## src/hdl/vrt_pkg.sv

```systemverilog
`timescale 1ns / 1ps
`default_nettype none

package vrt_pkg;

  localparam int MAX_REGIONS_DEF = 64;
  localparam int PAGE_BYTES_DEF  = 4096;

  localparam logic [31:0] USER_LIMIT = 32'hBFFF_FFFF;

  // request kinds carried on in_tuser
  localparam logic [1:0] FN_MAP   = 2'd0;
  localparam logic [1:0] FN_UNMAP = 2'd1;
  localparam logic [1:0] FN_FAULT = 2'd2;

  // result status codes
  localparam logic [2:0] ST_OK       = 3'd0;
  localparam logic [2:0] ST_BADSIZE  = 3'd1;
  localparam logic [2:0] ST_NOSPACE  = 3'd2;
  localparam logic [2:0] ST_FULL     = 3'd3;
  localparam logic [2:0] ST_NOTFOUND = 3'd4;
  localparam logic [2:0] ST_DENIED   = 3'd5;
  localparam logic [2:0] ST_MAPPED   = 3'd6;

  localparam logic [2:0] PROT_WRITE  = 3'h2;
  localparam logic [2:0] PROT_USER   = 3'h4;
  localparam logic [2:0] PTE_PRESENT = 3'h1;

  // update broadcast to every cell of the table
  typedef enum logic [2:0] {
    OP_NONE,
    OP_INSERT,
    OP_DROP,
    OP_TRIM_FRONT,
    OP_TRIM_BACK
  } op_t;

  function automatic logic [2:0] pte_of(input logic [2:0] prot);
    pte_of = PTE_PRESENT | (prot & (PROT_WRITE | PROT_USER));
  endfunction

endpackage

`default_nettype wire

```

## src/hdl/vrt_cell.sv

```systemverilog
`timescale 1ns / 1ps
`default_nettype none

module vrt_cell #(
  parameter int PW = 20
) (
  input  wire               clk,
  input  wire               rst_n,
  input  vrt_pkg::op_t      op,
  input  wire  [PW-1:0]     req_page,
  input  wire  [PW:0]       req_end,
  input  wire  [PW:0]       req_npg,
  input  wire  [2:0]        req_prot,
  input  wire               l_valid,
  input  wire  [PW-1:0]     l_start,
  input  wire  [PW:0]       l_end,
  input  wire  [2:0]        l_prot,
  input  wire               l_shift,
  input  wire               r_valid,
  input  wire  [PW-1:0]     r_start,
  input  wire  [PW:0]       r_end,
  input  wire  [2:0]        r_prot,
  input  wire               cand_tok_in,
  input  wire  [PW:0]       cand_in,
  output logic              cell_valid,
  output logic [PW-1:0]     cell_start,
  output logic [PW:0]       cell_end,
  output logic [2:0]        cell_prot,
  output logic              cell_shift,
  output logic              cell_hit,
  output logic              cell_ovl,
  output logic              cand_tok_out,
  output logic [PW:0]       cand_out
);

  logic            valid_r, valid_nxt;
  logic [PW-1:0]   start_r, start_nxt;
  logic [PW:0]     end_r, end_nxt;
  logic [2:0]      prot_r, prot_nxt;
  logic            tok_r;
  logic [PW:0]     cand_r, cand_nxt;
  logic [PW:0]     s_ext;
  logic            drop_sel;
  logic            cand_cov;

  assign s_ext = {1'b0, req_page};

  always_comb begin
    cell_hit   = valid_r && (start_r <= req_page) && (s_ext < end_r);
    cell_ovl   = valid_r && (s_ext < end_r) &&
                 (({1'b0, s_ext} + {1'b0, req_npg}) > {2'b00, start_r});
    cell_shift = !valid_r || (start_r >= req_page);
    drop_sel   = valid_r && (end_r > s_ext);
    // push the candidate past this region when they collide
    cand_cov   = valid_r && (cand_in < end_r) &&
                 (({1'b0, cand_in} + {1'b0, req_npg}) > {2'b00, start_r});
    cand_nxt   = cand_cov ? end_r : cand_in;
  end

  always_comb begin
    valid_nxt = valid_r;
    start_nxt = start_r;
    end_nxt   = end_r;
    prot_nxt  = prot_r;
    case (op)
      vrt_pkg::OP_INSERT: begin
        if (cell_shift) begin
          if (l_shift) begin
            valid_nxt = l_valid;
            start_nxt = l_start;
            end_nxt   = l_end;
            prot_nxt  = l_prot;
          end else begin
            valid_nxt = 1'b1;
            start_nxt = req_page;
            end_nxt   = req_end;
            prot_nxt  = req_prot;
          end
        end
      end
      vrt_pkg::OP_DROP: begin
        if (drop_sel) begin
          valid_nxt = r_valid;
          start_nxt = r_start;
          end_nxt   = r_end;
          prot_nxt  = r_prot;
        end
      end
      vrt_pkg::OP_TRIM_FRONT: begin
        if (cell_hit) begin
          start_nxt = req_end[PW-1:0];
        end
      end
      vrt_pkg::OP_TRIM_BACK: begin
        if (cell_hit) begin
          end_nxt = s_ext;
        end
      end
      default: begin
      end
    endcase
  end

  always_ff @(posedge clk) begin
    if (!rst_n) begin
      valid_r <= 1'b0;
      tok_r   <= 1'b0;
    end else begin
      valid_r <= valid_nxt;
      tok_r   <= cand_tok_in;
    end
    start_r <= start_nxt;
    end_r   <= end_nxt;
    prot_r  <= prot_nxt;
    cand_r  <= cand_nxt;
  end

  assign cell_valid   = valid_r;
  assign cell_start   = start_r;
  assign cell_end     = end_r;
  assign cell_prot    = prot_r;
  assign cand_tok_out = tok_r;
  assign cand_out     = cand_r;

endmodule

`default_nettype wire

```

## config.mk

```make
export PLATFORM = sky130hd
export DESIGN_NAME = vrt_cell
export DESIGN_NICKNAME = d
export VERILOG_FILES = /design/src/hdl/vrt_pkg.sv /design/src/hdl/vrt_cell.sv
export SDC_FILE = /design/constraint.sdc
export NUM_CORES = 1
export LEC_CHECK = 0
export BUFFER_PORTS_ARGS = -buffer_cell sky130_fd_sc_hd__buf_2
export CORE_MARGIN = 3
export CORE_UTILIZATION = 57
export CTS_CLUSTER_DIAMETER = 100
export DETAILED_ROUTE_END_ITERATION = 8
export GPL_ROUTABILITY_DRIVEN = 0
export PLACE_DENSITY = 0.92
export SLEW_MARGIN = 20
export SYNTH_ARGS = -nofsm -noshare
export SYNTH_HDL_FRONTEND = slang
export SYNTH_SLANG_ARGS = --single-unit
```

## constraint.sdc

```tcl
create_clock -name clk -period 6.9 [get_ports clk]
set_clock_uncertainty 0.15 [all_clocks]
set_input_delay 0.69 -clock clk [delete_from_list [all_inputs] [get_ports clk]]
set_output_delay 0.69 -clock clk [all_outputs]
set_load 0.01 [all_outputs]
```

Yosys cells after proc, flatten, opt, wreduce, memory -nomap -nowiden

Cells that the tools add are included.

Register bits after elaboration: 67
Bits of input ports: 183
Output and inout bits: 70

$add $sub $neg: 2
Magnitude comparators: 7
Equal/unequal tests: 8
Multiplexer cells: 19
Reductions and logical operators: 15

Operators by type and width:

| kind                                                 | count |
|---|---|
| 2-to-1 mux 21 bit                                    | 5 |
| 2-to-1 mux 20 bit                                    | 4 |
| case mux 21 bit (3 select lines)                     | 1 |
| case mux 20 bit (3 select lines)                     | 1 |
| greater-than comparator 22 x 20 -> 1 bit             | 2 |
| adder 20 x 21 -> 22 bit                              | 1 |
| adder 21 x 21 -> 22 bit                              | 1 |
| greater-than comparator 21 x 20 -> 1 bit             | 1 |
| less-than comparator 20 x 21 -> 1 bit                | 1 |
| less-than comparator 21 bit                          | 1 |
| greater-or-equal comparator 20 bit                   | 1 |
| <= comparator 20 bit                                 | 1 |
| 2-to-1 mux 3 bit                                     | 3 |
| inequality test 2 bit (second input constant)        | 4 |
| AND reduction 4 bit                                  | 2 |
| logical AND 1 bit                                    | 7 |
| equality test 3 x 2 -> 1 bit (second input constant) | 2 |
| case mux 3 bit (2 select lines)                      | 1 |
| nonzero test 3 bit                                   | 2 |
| equality test 3 x 1 -> 1 bit (second input constant) | 1 |
| equality test 3 bit (second input constant)          | 1 |
| 2-to-1 mux 1 bit                                     | 3 |
| AND reduction 3 bit                                  | 1 |
| case mux 1 bit (2 select lines)                      | 1 |
| 3 further kinds                                      | 3 |

Logic depth before layout (Yosys ltp)

Word-level depth: 5
Gate-level depth with buffers: 20
Gate-level depth less buffers: 19

Worst setup path after synthesis

No wires, ideal clock.

Kind: input -> register
Start point: in req_npg[0]
End point: reg cand_r[0], in the netlist cand_out[0]
Arrival time: 4.577 ns
Data required time: 6.629 ns
Slack: 2.051 ns
Stages: 18
Buffers on the path: 1
Path through: ha_1 > fa_1 > a211oi_1 > o21a_2 > or3_4 > a21oi_4 > or2_2 > a311o_1 > a21oi_1 > xnor2_1 > ha_1 > a211oi_1 > o211ai_1 > a211oi_1 > o21ai_1 > o41ai_4 > buf_6 > mux2_4

Word-level cells in the longest chain between the ends: 4

Ends and longest elaborated chain:

| item                                     | line            | RTL |
|---|---|---|
| start, declared                          | vrt_cell.sv:12  | `input wire [PW:0] req_npg,` |
| adder 21 x 21 -> 22 bit                  | vrt_cell.sv:56  | `(({1'b0, cand_in} + {1'b0, req_npg}) > {2'b00, start_r});` |
| greater-than comparator 22 x 20 -> 1 bit | vrt_cell.sv:56  |  |
| logical AND 1 bit                        | vrt_cell.sv:55  | `cand_cov = valid_r && (cand_in < end_r) &&` |
| 2-to-1 mux 21 bit                        | vrt_cell.sv:57  | `cand_nxt = cand_cov ? end_r : cand_in;` |
| via cand_nxt[0]                          | vrt_cell.sv:41  | `logic [PW:0] cand_r, cand_nxt;` |
| end signal, assigned                     | vrt_cell.sv:115 | `cand_r <= cand_nxt;` |
| end, declared                            | vrt_cell.sv:41  |  |

The timed path passes the listed nets, and every way through them passes these cells.
A chain may end at the register's enable or synchronous reset.

Worst setup path in the final report

Start point: in req_page[0]
End point: out cell_ovl

Word-level cells in the longest chain between the ends: 3

Ends and longest elaborated chain:

| item                                                                                    | line                           | RTL |
|---|---|---|
| start, declared                                                                         | vrt_cell.sv:10                 | `input wire [PW-1:0] req_page,` |
| adder 20 x 21 -> 22 bit / less-than comparator 20 x 21 -> 1 bit (equally long branches) | vrt_cell.sv:51, vrt_cell.sv:50 |  |
| greater-than comparator 22 x 20 -> 1 bit / logical AND 1 bit (equally long branches)    | vrt_cell.sv:51, vrt_cell.sv:50 |  |
| logical AND 1 bit (*)                                                                   | vrt_cell.sv:50                 | `cell_ovl = valid_r && (s_ext < end_r) &&` |
| end, declared                                                                           | vrt_cell.sv:31                 | `output logic cell_ovl,` |

Every way passes the cells marked *; elsewhere a longest branch is shown, timed or not.

==> metrics.yaml <==
pwr:
  pwr-share-comb: 0.382
  vdd.ir_drop.worst_mv: 0.170
  pwr-share-seq: 0.296
  internal_power_mw: 1.06
  swShare: 0.344
  power_density_nw_per_um2: 170
  pwr-share-clk: 0.322
  p_leak_nw: 4.75
  switchingPower_mw: 0.554
sta:
  setup_viol: 0
  hold_ws_ps: 397
  tightest_slew_ps: 1000
  rsz0062_at_grt: "no"
  max_freq_ghz: 0.177
  drv_slew: 0
  final.min_clock_period_ps: 5640
  finalSetupTns_ps: 0
  timing.final.crit_share: 0.817
  relSlewSlack: 0.333
  setup_ws_ps: 1260
  hold_viol: 0
route:
  drt-pass1-iter-count: 6
  drt-met1-wl_um: 9970
  postRouteAntennaNets: 0
  drtIter0Drc: 995
  dr_total_vias: 8244
  wl_per_cell_um: 21.4
  wl_met2_um: 13000
  avgViaCountPerCell: 6.40
  top_layer_used: "met4"
  drt-total-wl_um: 27600
  wl_met3_um: 3380
  drc_errors: 0
global_route:
  antenna_found_initial: 2
  grt_pass1_wl_um: 41700
  overflow: 0
  grt_max_degree: 66
  grt_usage: 0.360
  grt_pass1_vias: 8295
hold_path:
  hp-class: "in2reg"
  whs_endpoint: "cand_tok_out$_SDFF_PN0_"
  hold_depth: 2
  min_from: "cand_tok_in"
yosys:
  synth_flop_cell: "edfxtp_1"
  ys_types: 63
  synth_edf_count: 44
  synth_mux_area_frac: 0.0998
  synth_xor_area_frac: 0.0374
  syn_nets: 1194
  postSynthCellCount: 868
  yosys.area.top_type: "ha_1"
  syn_area_um2: 7730
  ys_seq_area_frac: 0.230
  synth-adder-area-share: 0.233
  synth_compound_area_frac: 0.231
  synth_common_cells: "ha_1 (141), a21oi_1 (84), inv_1 (77)"
  yosysMostFrequentCell: "ha_1"
  post-synth-top-area-fraction: 0.228
  synth_top_family_by_area: "adder cells"
  yosys-top-cells-area: "ha_1 (23%), edfxtp_1 (17%), dfxtp_1 (6.0%)"
  syn_area_per_cell_um2: 8.91
  synth_seq_cells: 67
  synth_warnings: 0
  async_reset_ff_frac: 0
  synth-simple-area-share: 0.115
critical_path:
  cp.required_ps: 6060
  reg2reg_slack_ps: 3230
  regToRegEndpoint: "cell_start[7]$_DFFE_PP_"
  r2r-start: "cell_end[16]$_DFFE_PP_"
  setup.worst_path.start_class: "input port"
  critPathCaptureType: "primary output"
  arrival_ps: 4800
  worst-setup-path-type: "in2out"
  r2r.worst_path.cells: 8
  critPathMaxFanout: 5
layout:
  nNetsFinal: 1436
  final_cell_area_um2: 9480
  area_growth_pct: 22.6
  drive_gt1_frac: 0.281
  fin_util: 0.733
clock_network:
  cts_tree: "built"
  path_clk_slew_ps: 60
  clockBufferDepth: 2
  ctsHoldBuffers: 0
  h-tree-depth: 3
  numCtsBuffers: 9
  cts-resized-gates: 0
  cts-root-buf: "clkbuf_16"
  clock_sinks: 67
  post_cts.repair.setup_buffers: 0
  worstSkewPairLatency_ps: 350
floorplan:
  core.rowCount: 41
  ios: 253
  die_w_um: 122
  initial_utilization: 0.598
  dieArea_um2: 15000
  coreArea_um2: 12900
  dieHeight_um: 122
outcome:
  status: "completed"
run:
  max_cap_viol_count: 0
placed_design:
  dp_hpwl_um: 22000
  portBuffers: 252
  place_area_um2: 9150
  preCtsSetupSlack_ps: 1430
-- layout by cell type (no fill, tap or decap), drive strengths merged, types with 13 or more instances in the layout --
| cell | Yosys | layout |
|---|---|---|
| a21o | 25 | 25 |
| nand4 | 21 | 21 |
| o21a | 16 | 16 |
| mux2i | 46 | 46 |
| inv | 77 | 78 |
| xnor2 | 25 | 25 |
| a22oi | 21 | 21 |
| nand2 | 40 | 40 |
| buf | 3 | 258 |
| mux2 | 21 | 21 |
| edfxtp | 44 | 44 |
| nor2b | 13 | 13 |
| a21oi | 85 | 85 |
| o21ai | 58 | 58 |
| nor2 | 49 | 49 |
| dfxtp | 23 | 23 |
| ha | 141 | 141 |
| a211oi | 32 | 32 |
-- routing by layer --
metal | GRT usage | vias up
met5 | 0 | -
met4 | 0.164 | 0
met3 | 0.0949 | 135
met2 | 0.598 | 593
met1 | 0.438 | 3765
li1 | - | 3751
-- registers in the layout (all words and copies together) (netlist names) --
name,cells
cand_out,21
cand_tok_out,1
cell_end,21
cell_prot,3
cell_start,20
cell_valid,1
-- how the worst max path moves through the flow --
stage,start,endpoint,slack (ps),cells after the start
global placement,req_page[0],cell_ovl,1570,18
detailed placement,req_page[0],cell_ovl,1430,19
finish,req_page[0],cell_ovl,1260,19
global route,req_page[0],cell_ovl,1170,19
floorplan,req_npg[0],cand_out[0]$_DFF_P_,2050,18
CTS,req_page[0],cell_ovl,1410,19
-- final cells by class --
cell class / instances / area (um^2)
clock buffers: 11 / 243
fillers: 999 / 3450
clock inverters: 5 / 83.8
multi-input cells: 697 / 5560
flip-flops and latches: 67 / 1780
well taps: 172 / 215
diodes: 2 / 5.00
inverters: 77 / 289
repair buffers: 258 / 1310
-- per-stage QoR --
stage | instances | total power, mW
final | 1289 | 1.61
after global placement | 1271 | 1.06
after detailed placement | 1271 | 1.08
after floorplan | 868 | 0.871
after global routing | 1289 | 1.68
after CTS | 1287 | 1.59
-- cells by family (layout without fill, tap and decap cells) --
| group | Yosys count | after routing |
|---|---|---|
| AND/OR/NAND/NOR | 176 | 176 |
| flip-flops | 67 | 67 |
| adder cells (fa/ha/maj) | 143 | 143 |
| AO/OA/AOI/OAI | 278 | 278 |
| buffers and inverters | 104 | 351 |
| multiplexers | 67 | 67 |
| other | 0 | 2 |
| XOR/XNOR | 33 | 33 |
-- worst max-delay path, cell delays in order --
cell	delay [ps]
buf_2	150
ha_1	240
fa_1	440
a211oi_1	390
nor3_1	150
o211ai_1	310
nand2b_1	120
a211oi_1	310
nor2_1	90
ha_1	300
nand4_1	120
nor2_1	70
a221o_1	310
a211oi_1	260
o21ai_0	170
a211o_1	310
o211ai_1	90
a31oi_1	110
buf_2	170
-- power by group through the flow --
stage | Sequential, mW | Combinational (mW) | Clock, mW
6_report | 0.476 | 0.615 | 0.519
5_1_grt | 0.477 | 0.674 | 0.533
4_1_cts | 0.475 | 0.600 | 0.517
3_5_place_dp | 0.483 | 0.592 | 0
3_3_place_gp | 0.482 | 0.573 | 0
2_1_floorplan | 0.486 | 0.385 | 0
(Power assumes the default switching activity.)
